$ cat config.mk
export PLATFORM = sky130hd
export DESIGN_NAME = ibl_queue
export DESIGN_NICKNAME = d
export VERILOG_FILES = /design/src/rtl/ibl_pkg.sv /design/src/rtl/ibl_queue.sv
export SDC_FILE = /design/constraint.sdc
export NUM_CORES = 1
export LEC_CHECK = 0
export ABC_AREA = 1
export ABC_CLOCK_PERIOD_IN_PS = 32700
export BUFFER_PORTS_ARGS = -buffer_cell sky130_fd_sc_hd__buf_2
export CAP_MARGIN = 25
export CORE_AREA = 2 2 490 492
export CTS_CLUSTER_DIAMETER = 50
export DETAILED_ROUTE_END_ITERATION = 10
export DIE_AREA = 0 0 492 494
export GPL_ROUTABILITY_DRIVEN = 0
export PLACE_DENSITY = 0.36
export SYNTH_ARGS = -nofsm -noshare
export SYNTH_HDL_FRONTEND = slang
export SYNTH_SLANG_ARGS = --single-unit
$ cat constraint.sdc
create_clock -name i_clk -period 32.7 [get_ports i_clk]
set_input_delay 3.27 -clock i_clk [delete_from_list [all_inputs] [get_ports i_clk]]
set_output_delay 3.27 -clock i_clk [all_outputs]
set_load 0.01 [all_outputs]
$ cat src/rtl/ibl_pkg.sv
`default_nettype none
// ----------------------------------------------------------------------------
// ibl_pkg
// Shared types, constants and a helper function for the inverted 5x5 blur.
// ----------------------------------------------------------------------------
package ibl_pkg;

    localparam int MAX_WIDTH  = 2048;
    localparam int COL_W      = 11;
    localparam int ROW_W      = 16;
    localparam int CFG_W_W    = 12;
    localparam int CFG_H_W    = 16;
    localparam int PIX_W      = 24;
    localparam int CH_W       = 8;
    localparam int LINE_ROWS  = 4;
    localparam int WIN        = 5;
    localparam int ADDR_W     = $clog2(MAX_WIDTH);

    // Ceiling divide by 35: (sum + 34) * 29960 >> 20 is exact for sums below 43680
    localparam int DIV_ROUND  = 34;
    localparam int DIV_MUL    = 29960;
    localparam int DIV_SHIFT  = 20;
    localparam int ROWSUM_W   = 12;
    localparam int TOTAL_W    = 14;
    localparam int MUL_W      = 15;
    localparam int PROD_W     = TOTAL_W + MUL_W;

    // Configuration register indexes
    localparam logic REG_WIDTH  = 1'b0;
    localparam logic REG_HEIGHT = 1'b1;

    typedef logic [PIX_W-1:0] t_pix;
    typedef logic [WIN-1:0][WIN-1:0][PIX_W-1:0] t_win;

    typedef struct packed {
        t_win             win;
        logic [COL_W-1:0] col;
        logic [ROW_W-1:0] row;
        logic             last_col;
        logic             last_row;
    } t_job;

    // Tap weight for window slot (i, j) of a centre offset by (dr, dc); 0 when unused
    function automatic logic [1:0] tap_wt(input int i, input int j,
                                          input logic [1:0] dr, input logic [1:0] dc);
        int dy;
        int dx;
        int m;
        dy = i - 2 - int'(dr);
        dx = j - 2 - int'(dc);
        if (dy < 0) dy = -dy;
        if (dx < 0) dx = -dx;
        m = (dy > dx) ? dy : dx;
        if (i < int'(dr) || j < int'(dc) || m > 2) begin
            return 2'd0;
        end
        return 2'(3 - m);
    endfunction

endpackage
`default_nettype wire

$ cat src/rtl/ibl_queue.sv
`default_nettype none
// ----------------------------------------------------------------------------
// ibl_queue
// Two-entry job queue between the window front and the arithmetic back.
// ----------------------------------------------------------------------------
module ibl_queue (
    input  wire logic          i_clk,
    input  wire logic          i_rst_n,
    input  wire logic          i_push,
    input  wire ibl_pkg::t_job i_job,
    output logic               o_full,
    output logic               o_valid,
    input  wire logic          i_pop,
    output ibl_pkg::t_job      o_job
);
    import ibl_pkg::*;

    t_job       r_ent [2];
    logic       r_wp;
    logic       r_rp;
    logic [1:0] r_cnt;

    assign o_full  = r_cnt == 2'd2;
    assign o_valid = r_cnt != 2'd0;
    assign o_job   = r_ent[r_rp];

    // Store on push
    always_ff @(posedge i_clk) begin
        if (i_push) begin
            r_ent[r_wp] <= i_job;
        end
    end

    // Move pointers and fill count
    always_ff @(posedge i_clk) begin
        if (!i_rst_n) begin
            r_wp  <= 1'b0;
            r_rp  <= 1'b0;
            r_cnt <= 2'd0;
        end else begin
            if (i_push) r_wp <= ~r_wp;
            if (i_pop)  r_rp <= ~r_rp;
            r_cnt <= r_cnt + 2'(i_push) - 2'(i_pop);
        end
    end
endmodule
`default_nettype wire

==> results.md <==
- Outcome: finished clean
- PwrDens: 66.7 nW/um2
- Total power: 4.09 mW
- Most used cell, CP: buf_4
- Hold_sp: r_rp
- CP peak stage delay: 0.84 ns
- Fin nets: 4,017
- Filler cell count in the final layout: 24,400
- Maximum achievable frequency: 0.115 GHz
- Routed via count: 25,000
- Post-Route Setup TNS: 0 ns
- Die height: 494 um
- Later-pin clock latency in the skew report: 0.80 ns
- Final worst path period share: 0.266
- Max-slew violation count: 0
- Fin crit period: 8.69 ns
- RSZ-0062 raised after global routing: no
- CTS resizes: 0
- Initial Util: 0.193
- Crit path DAT: 5.42 ns
- Critical-path top delay cell: buf_4
- Die boundary width: 492 um
- Synth Warn #: 0
- Highest metal used: met5
- H-tree depth: 4
- Endpoint, Worst Hold: r_rp
- Largest family of logic cells by synthesized area: multiplexers
- Remaining Overflow, GRT: 0
- Number of max-cap violations: 0
- First-iteration detailed-routing DRC count: 1,288
- First-pass GRT wire length: 221,000 um
- Layout area overhead: 33.7%
- Clock transition at path regs: 0.05 ns
- I/O Buffers: 1,263
- Synth cell types: 12
- GRT Total Usage: 0.131
- Layout cell share with drive strength beyond 1: 0.619
- Worst setup path class: reg -> out
- Post-CTS Setup Inserts: 0
- Register bit count reported by yosys: 1,263
- Data required time of the worst path: 29.43 ns
- TritonCTS clock tree: yes
- Mapped cell area: 45,900 um2
- Vias in the first global route: 26,000
- Compound-Gate Fraction of Synth Area: 0.000109
- Crit path capture type: primary output
- DRC viols: 0
- Worst Tran Pin Value: 1.03 ns
- Clock sinks: 1,263
- Drt total wl: 166,000 um
- Reg2reg path depth: 6
- Gate Count Post-Synth: 1,990
- Final Hold Fails: 0
- First-pass detailed-route iteration total: 5
- Wire length on met2: 80,200 um
- Die ar.: 243,000 um2
- R2r startpoint: r_wp
- Detailed Place HPWL: 125,000 um
- Worst hold stages: 2
- Internal reg-to-reg setup slack: 27.38 ns
- Hold Path Class: reg -> reg
- Register area share after synthesis: 0.825
- Site Rows: 179
- Setup violators final: 0
- Met3 wire len: 18,700 um
- Max Root-Sink Buffers: 3
- Largest net degree at the start of global routing: 134
- Cts hold-fix bufs: 0
- Drt wl/cell: 24.7 um
- XOR/XNOR Fraction of Synth Area: 0
- Syn avg cell area: 23.1 um2
- Metal-1 WL: 62,800 um
- Antenna-violating nets left: 0
- Slew headroom: 0.316
- Reg-to-Reg End: r_ent[0][360]
- Initial antenna violation count: 154
- Root buffer cell: clkbuf_16
- Synth Area in Simple Gates: 0.00150
- Top Ports: 1,264
- Core ar.: 237,000 um2
- Mux contribution to synthesized area: 0.154
- Net Count, Synth: 2,625
- Pleak: 22.1 nW
- Worst-path cell chain: buf_12 -> buf_4 -> buf_4 -> buf_4 -> mux2_2 -> buf_2
- Worst-path fanout max: 131
- Adder-Cell Fraction of Synth Area: 0.000545
- Final clock skew: 0.0410 ns
- Maximum vdd drop: 0.0348 mV
- Via-per-instance ratio: 3.72
- Startpoint types: register
- Num CTS Buffers: 171
[through the flow]
stage / instances / hold slack (ns) / utilization / setup WS, ns / area (um2)
global route: 6697 / 0.539 / 0.258 / 23.59 / 61300
floorplan: 1990 / 0.463 / - / 1.48 / 45900
CTS: 6689 / 0.511 / 0.258 / 23.80 / 61300
finish: 6724 / 0.504 / 0.258 / 24.01 / 61400
detailed placement: 6376 / 0.495 / 0.234 / 24.12 / 55600
global placement: 6376 / 0.479 / 0.234 / 24.10 / 55600
[cells in the final DEF (no fill, tap or decap)]
cell        count
bufinv_16      13
inv_6          18
clkinvlp_4     13
dfxtp_1         4
clkinv_2       20
clkbuf_1       37
nor2_1          7
buf_2        1263
edfxtp_1     1258
nor2_4          1
clkbuf_16     174
inv_8           2
ha_1            2
clkinv_1       18
inv_1           6
nand3_1         1
buf_12          4
a21oi_1         1
clkinv_8        4
nand2_1         9
inv_16          1
dfxtp_4         1
clkinv_16       5
diode_2        35
buf_4          22
clkinv_4        9
mux2_2        629
[cells in the mapped netlist]
cell	count	area (um2)
buf_6	57	642
a21oi_1	1	5.00
buf_2	1	5.00
nand2_1	9	33.8
inv_1	7	26.3
nand3_1	1	5.00
ha_1	2	25.0
nor2_1	8	30.0
edfxtp_1	1258	37800
mux2_2	629	7080
clkbuf_8	12	165
dfxtp_1	5	100
[registers in the layout (all words and copies together) (netlist names), named ones only]
signal	cells
r_ent	1258
r_wp	1
r_cnt	2
r_rp	1
[power by group]
group / internal, mW / switching, mW / total, mW
Clock: 1.09 / 0.736 / 1.83
Sequential: 1.88 / 0.0233 / 1.90
Combinational: 0.145 / 0.214 / 0.359
[layer usage]
| layer | vias up | track usage |
|---|---|---|
| met4 | 96 | 0.0340 |
| li1 | 10900 | - |
| met1 | 12500 | 0.144 |
| met3 | 417 | 0.0708 |
| met2 | 1201 | 0.221 |
| met5 | - | 0 |
[cell type report]
cell class	count	area (um2)	area share
Tap cell	3167	3960	0.0646
Clock buffer	211	4490	0.0732
Antenna cell	35	87.6	0.00143
Multi-Input combinational cell	650	7190	0.117
Clock inverter	102	1140	0.0186
Inverter	7	33.8	0.000551
Sequential cell	1263	37900	0.617
Timing Repair Buffer	1289	6570	0.107
[cells by family (layout without fill, tap and decap cells)]
logic type      count (synthesis)  count (layout)
fa+ha+maj                       2               2
compound gates                  1               1
other cells                     0              35
simple gates                   18              18
buf+inv                        77            1609
flops                        1263            1263
mux                           629             629
[how the worst max path moves through the flow]
| stage | to | slack [ns] | cells after the start |
|---|---|---|---|
| 2_1_floorplan | r_ent[0][0] | 1.48 | 2 |
| 3_3_place_gp | r_ent[0][361] | 24.10 | 8 |
| 3_5_place_dp | r_ent[0][354] | 24.12 | 8 |
| 4_1_cts | o_job[363] | 23.80 | 6 |
| 5_1_grt | o_job[337] | 23.59 | 6 |
| 6_report | o_job[271] | 24.01 | 6 |
[worst max-delay path: cells and delay by family, from the launching register on]
kind                   cells  cell delay (ns)
flip-flops                 1             0.72
multiplexers               1             0.42
buffers and inverters      5             3.13
(Power assumes the default switching activity.)
