[src/rtl/ibl_pkg.sv]
`default_nettype none
// ----------------------------------------------------------------------------
// ibl_pkg
// Shared types, constants and a helper function for the inverted 5x5 blur.
// ----------------------------------------------------------------------------
package ibl_pkg;

    localparam int MAX_WIDTH  = 2048;
    localparam int COL_W      = 11;
    localparam int ROW_W      = 16;
    localparam int CFG_W_W    = 12;
    localparam int CFG_H_W    = 16;
    localparam int PIX_W      = 24;
    localparam int CH_W       = 8;
    localparam int LINE_ROWS  = 4;
    localparam int WIN        = 5;
    localparam int ADDR_W     = $clog2(MAX_WIDTH);

    // Ceiling divide by 35: (sum + 34) * 29960 >> 20 is exact for sums below 43680
    localparam int DIV_ROUND  = 34;
    localparam int DIV_MUL    = 29960;
    localparam int DIV_SHIFT  = 20;
    localparam int ROWSUM_W   = 12;
    localparam int TOTAL_W    = 14;
    localparam int MUL_W      = 15;
    localparam int PROD_W     = TOTAL_W + MUL_W;

    // Configuration register indexes
    localparam logic REG_WIDTH  = 1'b0;
    localparam logic REG_HEIGHT = 1'b1;

    typedef logic [PIX_W-1:0] t_pix;
    typedef logic [WIN-1:0][WIN-1:0][PIX_W-1:0] t_win;

    typedef struct packed {
        t_win             win;
        logic [COL_W-1:0] col;
        logic [ROW_W-1:0] row;
        logic             last_col;
        logic             last_row;
    } t_job;

    // Tap weight for window slot (i, j) of a centre offset by (dr, dc); 0 when unused
    function automatic logic [1:0] tap_wt(input int i, input int j,
                                          input logic [1:0] dr, input logic [1:0] dc);
        int dy;
        int dx;
        int m;
        dy = i - 2 - int'(dr);
        dx = j - 2 - int'(dc);
        if (dy < 0) dy = -dy;
        if (dx < 0) dx = -dx;
        m = (dy > dx) ? dy : dx;
        if (i < int'(dr) || j < int'(dc) || m > 2) begin
            return 2'd0;
        end
        return 2'(3 - m);
    endfunction

endpackage
`default_nettype wire

[src/rtl/ibl_res_if.sv]
`default_nettype none
// ----------------------------------------------------------------------------
// ibl_res_if
// Result channel: valid/ready handshake with one blurred, inverted pixel.
// ----------------------------------------------------------------------------
interface ibl_res_if;
    logic        valid;
    logic        ready;
    logic [7:0]  blue_out;
    logic [7:0]  green_out;
    logic [7:0]  red_out;
    logic [10:0] out_col;
    logic [15:0] out_row;
    logic        last_of_run;
    logic        frame_done;

    modport source(output valid, output blue_out, output green_out, output red_out,
                   output out_col, output out_row, output last_of_run,
                   output frame_done, input ready);
    modport sink(input valid, input blue_out, input green_out, input red_out,
                 input out_col, input out_row, input last_of_run,
                 input frame_done, output ready);
endinterface
`default_nettype wire

[src/rtl/ibl_back.sv]
`default_nettype none
// ----------------------------------------------------------------------------
// ibl_back
// Walk job centres, compute the inverted blur one per cycle unless stalled.
// ----------------------------------------------------------------------------
module ibl_back (
    input  wire logic          i_clk,
    input  wire logic          i_rst_n,
    input  wire logic          i_q_valid,
    input  wire ibl_pkg::t_job i_job,
    output logic               o_pop,
    ibl_res_if.source          o_res
);
    import ibl_pkg::*;

    logic             en;
    logic             issue;
    logic [1:0]       r_dr;
    logic [1:0]       r_dc;
    logic [1:0]       ndr;
    logic [1:0]       ndc;
    logic             last_dr;
    logic             last_dc;
    logic [WIN-1:0]   row_ok;
    logic [WIN-1:0]   col_ok;
    logic [ROWSUM_W-1:0] n_a_sum [3][WIN];

    logic                r_a_valid;
    logic [ROWSUM_W-1:0] r_a_sum [3][WIN];
    logic [COL_W-1:0]    r_a_col;
    logic [ROW_W-1:0]    r_a_row;
    logic                r_a_last;
    logic                r_a_done;

    logic                r_b_valid;
    logic [TOTAL_W-1:0]  r_b_tot [3];
    logic [COL_W-1:0]    r_b_col;
    logic [ROW_W-1:0]    r_b_row;
    logic                r_b_last;
    logic                r_b_done;

    logic                r_c_valid;
    logic [PROD_W-1:0]   r_c_prod [3];
    logic [COL_W-1:0]    r_c_col;
    logic [ROW_W-1:0]    r_c_row;
    logic                r_c_last;
    logic                r_c_done;

    logic                r_o_valid;
    logic [CH_W-1:0]     r_o_ch [3];
    logic [COL_W-1:0]    r_o_col;
    logic [ROW_W-1:0]    r_o_row;
    logic                r_o_last;
    logic                r_o_done;

    // Whole pipe moves when the output register is free
    assign en      = !r_o_valid || o_res.ready;
    assign ndr     = i_job.last_row ? 2'd3 : 2'd1;
    assign ndc     = i_job.last_col ? 2'd3 : 2'd1;
    assign last_dr = r_dr == ndr - 2'd1;
    assign last_dc = r_dc == ndc - 2'd1;
    assign issue   = en && i_q_valid;
    assign o_pop   = issue && last_dr && last_dc;

    // Step through the centres of the head job
    always_ff @(posedge i_clk) begin
        if (!i_rst_n) begin
            r_dr <= 2'd0;
            r_dc <= 2'd0;
        end else if (issue) begin
            if (last_dc) begin
                r_dc <= 2'd0;
                r_dr <= last_dr ? 2'd0 : r_dr + 2'd1;
            end else begin
                r_dc <= r_dc + 2'd1;
            end
        end
    end

    // Mark window slots that lie inside the frame
    always_comb begin
        for (int i = 0; i < WIN; i++) begin
            row_ok[i] = ({1'b0, i_job.row} + (ROW_W+1)'(i)) >= (ROW_W+1)'(4);
            col_ok[i] = ({1'b0, i_job.col} + (COL_W+1)'(i)) >= (COL_W+1)'(4);
        end
    end

    // Weighted row sums per channel
    always_comb begin
        logic [1:0]      w;
        logic [CH_W-1:0] p;
        logic [9:0]      t;
        for (int ch = 0; ch < 3; ch++) begin
            for (int i = 0; i < WIN; i++) begin
                n_a_sum[ch][i] = '0;
                for (int j = 0; j < WIN; j++) begin
                    w = (row_ok[i] && col_ok[j]) ? tap_wt(i, j, r_dr, r_dc) : 2'd0;
                    p = i_job.win[i][j][ch*CH_W +: CH_W];
                    unique case (w)
                        2'd1:    t = {2'b00, p};
                        2'd2:    t = {1'b0, p, 1'b0};
                        2'd3:    t = {2'b00, p} + {1'b0, p, 1'b0};
                        default: t = '0;
                    endcase
                    n_a_sum[ch][i] = n_a_sum[ch][i] + ROWSUM_W'(t);
                end
            end
        end
    end

    // Pipeline: row sums, total, reciprocal product, inverted output
    always_ff @(posedge i_clk) begin
        if (!i_rst_n) begin
            r_a_valid <= 1'b0;
            r_b_valid <= 1'b0;
            r_c_valid <= 1'b0;
            r_o_valid <= 1'b0;
        end else if (en) begin
            r_a_valid <= issue;
            r_b_valid <= r_a_valid;
            r_c_valid <= r_b_valid;
            r_o_valid <= r_c_valid;
        end
    end

    always_ff @(posedge i_clk) begin
        if (en) begin
            r_a_sum  <= n_a_sum;
            r_a_col  <= i_job.col - COL_W'(2) + COL_W'(r_dc);
            r_a_row  <= i_job.row - ROW_W'(2) + ROW_W'(r_dr);
            r_a_last <= last_dr && last_dc;
            r_a_done <= last_dr && last_dc && i_job.last_col && i_job.last_row;

            for (int ch = 0; ch < 3; ch++) begin
                r_b_tot[ch] <= TOTAL_W'(r_a_sum[ch][0]) + TOTAL_W'(r_a_sum[ch][1])
                             + TOTAL_W'(r_a_sum[ch][2]) + TOTAL_W'(r_a_sum[ch][3])
                             + TOTAL_W'(r_a_sum[ch][4]) + TOTAL_W'(DIV_ROUND);
                r_c_prod[ch] <= PROD_W'(r_b_tot[ch]) * PROD_W'(DIV_MUL);
                r_o_ch[ch]   <= CH_W'(255) - r_c_prod[ch][DIV_SHIFT +: CH_W];
            end
            r_b_col  <= r_a_col;
            r_b_row  <= r_a_row;
            r_b_last <= r_a_last;
            r_b_done <= r_a_done;
            r_c_col  <= r_b_col;
            r_c_row  <= r_b_row;
            r_c_last <= r_b_last;
            r_c_done <= r_b_done;
            r_o_col  <= r_c_col;
            r_o_row  <= r_c_row;
            r_o_last <= r_c_last;
            r_o_done <= r_c_done;
        end
    end

    assign o_res.valid       = r_o_valid;
    assign o_res.blue_out    = r_o_ch[0];
    assign o_res.green_out   = r_o_ch[1];
    assign o_res.red_out     = r_o_ch[2];
    assign o_res.out_col     = r_o_col;
    assign o_res.out_row     = r_o_row;
    assign o_res.last_of_run = r_o_last;
    assign o_res.frame_done  = r_o_done;

    // End of frame only on the final centre of a job
    a_done_last: assert property (@(posedge i_clk) disable iff (!i_rst_n)
        r_o_valid |-> (!r_o_done || r_o_last))
        else $error("frame_done without last_of_run");

    // Centre counters stay within the job's centre grid
    a_seq_range: assert property (@(posedge i_clk) disable iff (!i_rst_n)
        i_q_valid |-> (r_dr < ndr && r_dc < ndc))
        else $error("centre counter out of range");

    // A stalled output holds its data
    a_stall_hold: assert property (@(posedge i_clk) disable iff (!i_rst_n)
        (r_o_valid && !o_res.ready) |=> (r_o_valid && $stable(r_o_col) && $stable(r_o_row)))
        else $error("stalled result changed");

    // Counters rewind when a job is popped
    a_pop_rewind: assert property (@(posedge i_clk) disable iff (!i_rst_n)
        o_pop |=> (r_dr == 2'd0 && r_dc == 2'd0))
        else $error("counters not rewound after pop");
endmodule
`default_nettype wire

[src/flat_wrapper.sv]
// flat-port wrapper written by rule: the top's interface ports become plain ports
module ibl_back_flat import ibl_pkg::*;
  (i_clk, i_rst_n, i_q_valid, i_job, o_pop, o_res_valid, o_res_blue_out, o_res_green_out, o_res_red_out, o_res_out_col, o_res_out_row, o_res_last_of_run, o_res_frame_done, o_res_ready);
  ibl_res_if o_res_i ();
  input  wire logic i_clk;
  input  wire logic i_rst_n;
  input  wire logic i_q_valid;
  input  wire ibl_pkg::t_job i_job;
  output logic o_pop;
  output wire logic [$bits(o_res_i.valid)-1:0] o_res_valid;
  output wire logic [$bits(o_res_i.blue_out)-1:0] o_res_blue_out;
  output wire logic [$bits(o_res_i.green_out)-1:0] o_res_green_out;
  output wire logic [$bits(o_res_i.red_out)-1:0] o_res_red_out;
  output wire logic [$bits(o_res_i.out_col)-1:0] o_res_out_col;
  output wire logic [$bits(o_res_i.out_row)-1:0] o_res_out_row;
  output wire logic [$bits(o_res_i.last_of_run)-1:0] o_res_last_of_run;
  output wire logic [$bits(o_res_i.frame_done)-1:0] o_res_frame_done;
  input wire logic [$bits(o_res_i.ready)-1:0] o_res_ready;
  assign o_res_valid = o_res_i.valid;
  assign o_res_blue_out = o_res_i.blue_out;
  assign o_res_green_out = o_res_i.green_out;
  assign o_res_red_out = o_res_i.red_out;
  assign o_res_out_col = o_res_i.out_col;
  assign o_res_out_row = o_res_i.out_row;
  assign o_res_last_of_run = o_res_i.last_of_run;
  assign o_res_frame_done = o_res_i.frame_done;
  assign o_res_i.ready = o_res_ready;
  ibl_back u_core (.i_clk(i_clk), .i_rst_n(i_rst_n), .i_q_valid(i_q_valid), .i_job(i_job), .o_pop(o_pop), .o_res(o_res_i));
endmodule
[config.mk]
export PLATFORM = sky130hd
export DESIGN_NAME = ibl_back_flat
export DESIGN_NICKNAME = d
export VERILOG_FILES = /design/src/rtl/ibl_pkg.sv /design/src/rtl/ibl_res_if.sv /design/src/rtl/ibl_back.sv /design/src/flat_wrapper.sv
export SDC_FILE = /design/constraint.sdc
export NUM_CORES = 2
export LEC_CHECK = 0
export BUFFER_PORTS_ARGS = -buffer_cell sky130_fd_sc_hd__buf_2
export CAP_MARGIN = 20
export CORE_ASPECT_RATIO = 1.2
export CORE_MARGIN = 3
export CORE_UTILIZATION = 69
export DETAILED_ROUTE_END_ITERATION = 16
export MAX_ROUTING_LAYER = met4
export PLACE_DENSITY = 0.9
export SETUP_SLACK_MARGIN = 0.3
export SLEW_MARGIN = 0
export SYNTH_ARGS = -nofsm -noshare
export SYNTH_HDL_FRONTEND = slang
export SYNTH_SLANG_ARGS = --single-unit
[constraint.sdc]
create_clock -name i_clk -period 32.4 [get_ports i_clk]
set_input_delay 6.48 -clock i_clk [delete_from_list [all_inputs] [get_ports i_clk]]
set_output_delay 6.48 -clock i_clk [all_outputs]
set_load 0.05 [all_outputs]
==> impl_metrics.json <==
{
  "initial_utilization_pct": 69.9,
  "worstSetupPathDepth": 6,
  "final_cell_mix": "ha_1 (1406), inv_1 (1193), a21oi_1 (785)",
  "cts_hold_buf": 0,
  "wl_mm": 304,
  "wl_per_cell_um": 25.3,
  "drive_gt1_share_pct": 10.8,
  "post_synth.cell_area_avg_sq_um": 8.74,
  "cts-htree-levels": 2,
  "worstPathArrival_ns": 7.98,
  "rsz_0062_raised_after_global_routing": "false",
  "synth-seq-area-share_pct": 14.0,
  "netlist-cell-type-count": 110,
  "dieWidth_um": 325,
  "fp.dieArea_sq_um": 126000,
  "end_kind": "output pin",
  "insertion_delay_ns": 0.63,
  "max-slew-margin-rel_pct": 11.0,
  "global_route.usage.total_pct": 48.1,
  "worst_max_slew_pin_slew_ns": 1.33,
  "crit_slowest_cell": "nor2b_1",
  "placement.setup.worst_slack_ns": 17.93,
  "mostFrequentLayoutCell": "ha_1",
  "worst_path_dominant_cell_family": "simple AND/OR/NAND/NOR gates",
  "drtAntennaViolNets": 0,
  "final_core_util_pct": 76.0,
  "final_period_minus_worst_setup_slack_ns": 14.46,
  "number_of_antenna_violations_at_the_first_check_in_global_routing": 158,
  "drt_iter0_drc": 8529,
  "clkSlewWorstSetupHoldPaths_ns": 0.07,
  "hold_path_cell_cnt": 0,
  "status": "complete, no violations",
  "cp_cell_sequence": "buf_2, nor2b_1, inv_8, nand2_1, nor2b_1, buf_2",
  "cp_num_buf_inv": 3,
  "die_h_um": 389,
  "layout.nets": 12800,
  "placeable_core_region_sq_um": 120000,
  "slew_viol_final": 0,
  "worst-endpoint-required_ns": 25.92,
  "crit_share_post_route_pct": 44.6,
  "postSynth.asyncResetShare_pct": 0,
  "global_route_wire_length_before_repair_mm": 456,
  "clockRootBuffer": "clkbuf_16",
  "detail_route.vias_per_cell": 6.60,
  "total_congestion_overflow_after_global_routing": 0,
  "synthesis.instances": 9628,
  "cts_tree": "yes",
  "dp.final_hpwl_mm": 245,
  "grt_start_max_net_pins": 177,
  "synth-seq-cells": 394,
  "detailroute.via_count": 79400,
  "achievable-frequency_mhz": 69.2,
  "seqCellArea_sq_um": 11800,
  "setup_viol": 0,
  "synthesized_area_sq_um": 84200,
  "flow.area_growth_from_synthesis_pct": 8.65,
  "clk_path_buf_depth": 3,
  "cts_num_sinks": 394,
  "postCtsResizedCells": 0,
  "numCtsBuffers": 41,
  "number_of_flops_mapped_to_enable_cells_by_yosys": 386,
  "timing.setup.tns_ns": 0,
  "timing.final.ws_setup_ns": 17.94,
  "worstHoldPathType": "flip-flop to flip-flop",
  "drc_viols": 0,
  "port_buffers": 687,
  "nFillCells": 8486,
  "critPathKind": "input port to output pin",
  "cts_post_setup_buffers_inserted": 0,
  "finalClockSkew_ns": 0.0343,
  "yosys_most_used_dff": "edfxtp_1",
  "vias_in_the_first_global_route": 79300,
  "cp_slowest_stage_delay_ns": 0.47,
  "num_rows": 139,
  "crit_fanout": 87,
  "cap_violations": 0,
  "pin_count": 688,
  "r2r.worst_path.cells": 28,
  "multi_input_area_sq_um": 67000,
  "globalplace.congestion": 1.15,
  "drt-pass1-iter-count": 10,
  "finalHoldViolations": 0,
  "synth_warnings": 0,
  "critical_path.startpoint_type": "input port"
}
## path summary, 6_finish.rpt
kind	start	slack, ns	to
worst max-delay path	o_res_ready	17.94	o_pop
worst max register to register	u_core.r_dr[1]	21.89	u_core.r_a_sum[179]
worst min register to register	u_core.r_a_col[8]	0.41	u_core.r_b_col[8]
worst min-delay path	u_core.r_a_col[8]	0.41	u_core.r_b_col[8]
## registers in the layout (all words and copies together) (netlist names), 2 cells and up
register / flops
u_core.r_a_row: 16
u_core.r_o_ch: 24
u_core.r_b_col: 11
u_core.r_b_tot: 42
u_core.o_res.out_col: 11
u_core.r_a_col: 11
u_core.r_c_row: 16
u_core.r_dr: 2
u_core.r_a_sum: 180
u_core.r_c_col: 11
u_core.r_c_prod: 24
u_core.o_res.out_row: 16
u_core.r_b_row: 16
u_core.r_dc: 2
## synth_stat cells (134+ instances only)
cell type  instances  share of area, %
o21ai_0          469               2.8
fa_1             584                14
nor2_1           471               2.1
a21o_1           241               2.1
o21bai_1         218               1.9
mux2i_1          225               2.7
and3_1           134               1.0
nor3_1           146              0.87
nand2_1          497               2.2
inv_1           1194               5.3
a21oi_1          786               4.7
nor2b_1          188               1.4
nand3_1          201               1.2
xor2_1           163               1.7
ha_1            1406                21
xnor2_1          550               5.7
clkbuf_1         193              0.86
a22oi_1          142               1.3
edfxtp_1         386                14
## kinds of logic (layout without fill, tap and decap cells)
family / Yosys count / in the layout / synth area share [%]
flip-flops: 394 / 394 / 14.0
adder cells (fa/ha/maj): 1992 / 1992 / 34.8
buffers and inverters: 1494 / 2085 / 6.85
other: 2 / 189 / 0.00892
multiplexers: 332 / 332 / 4.11
AND/OR/NAND/NOR: 2071 / 2071 / 12.3
AO/OA/AOI/OAI: 2629 / 2629 / 20.5
XOR/XNOR: 714 / 714 / 7.44
## metrics by stage
step	cell area, sq um	hold WS (ns)	cells
6_report	91500	0.413	12000
5_1_grt	91400	0.422	12000
4_1_cts	91000	0.413	11900
3_5_place_dp	89600	0.405	11800
3_3_place_gp	89600	0.401	11800
2_1_floorplan	84300	0.400	9649
## metal layers
metal  share of wire (%)  vias up  track usage (%)
met2                  45     4978             74.7
met4                  11        0             39.8
met3                  11     1660             14.7
met1                  33    37200             50.4
li1                    -    35500                -
met5                   0        -                -
## layout make-up
type / count / area share, %
inverters: 1200 / 4.93
diodes: 166 / 0.454
clock inverters: 32 / 0.361
well taps: 1621 / 2.22
clock buffers: 44 / 1.13
multi-input cells: 7761 / 73.3
flip-flops and latches: 394 / 12.9
repair buffers: 809 / 4.79
Power is not shown: default switching activity piles up to over one toggle a cycle in this logic, so the estimate is an artifact.
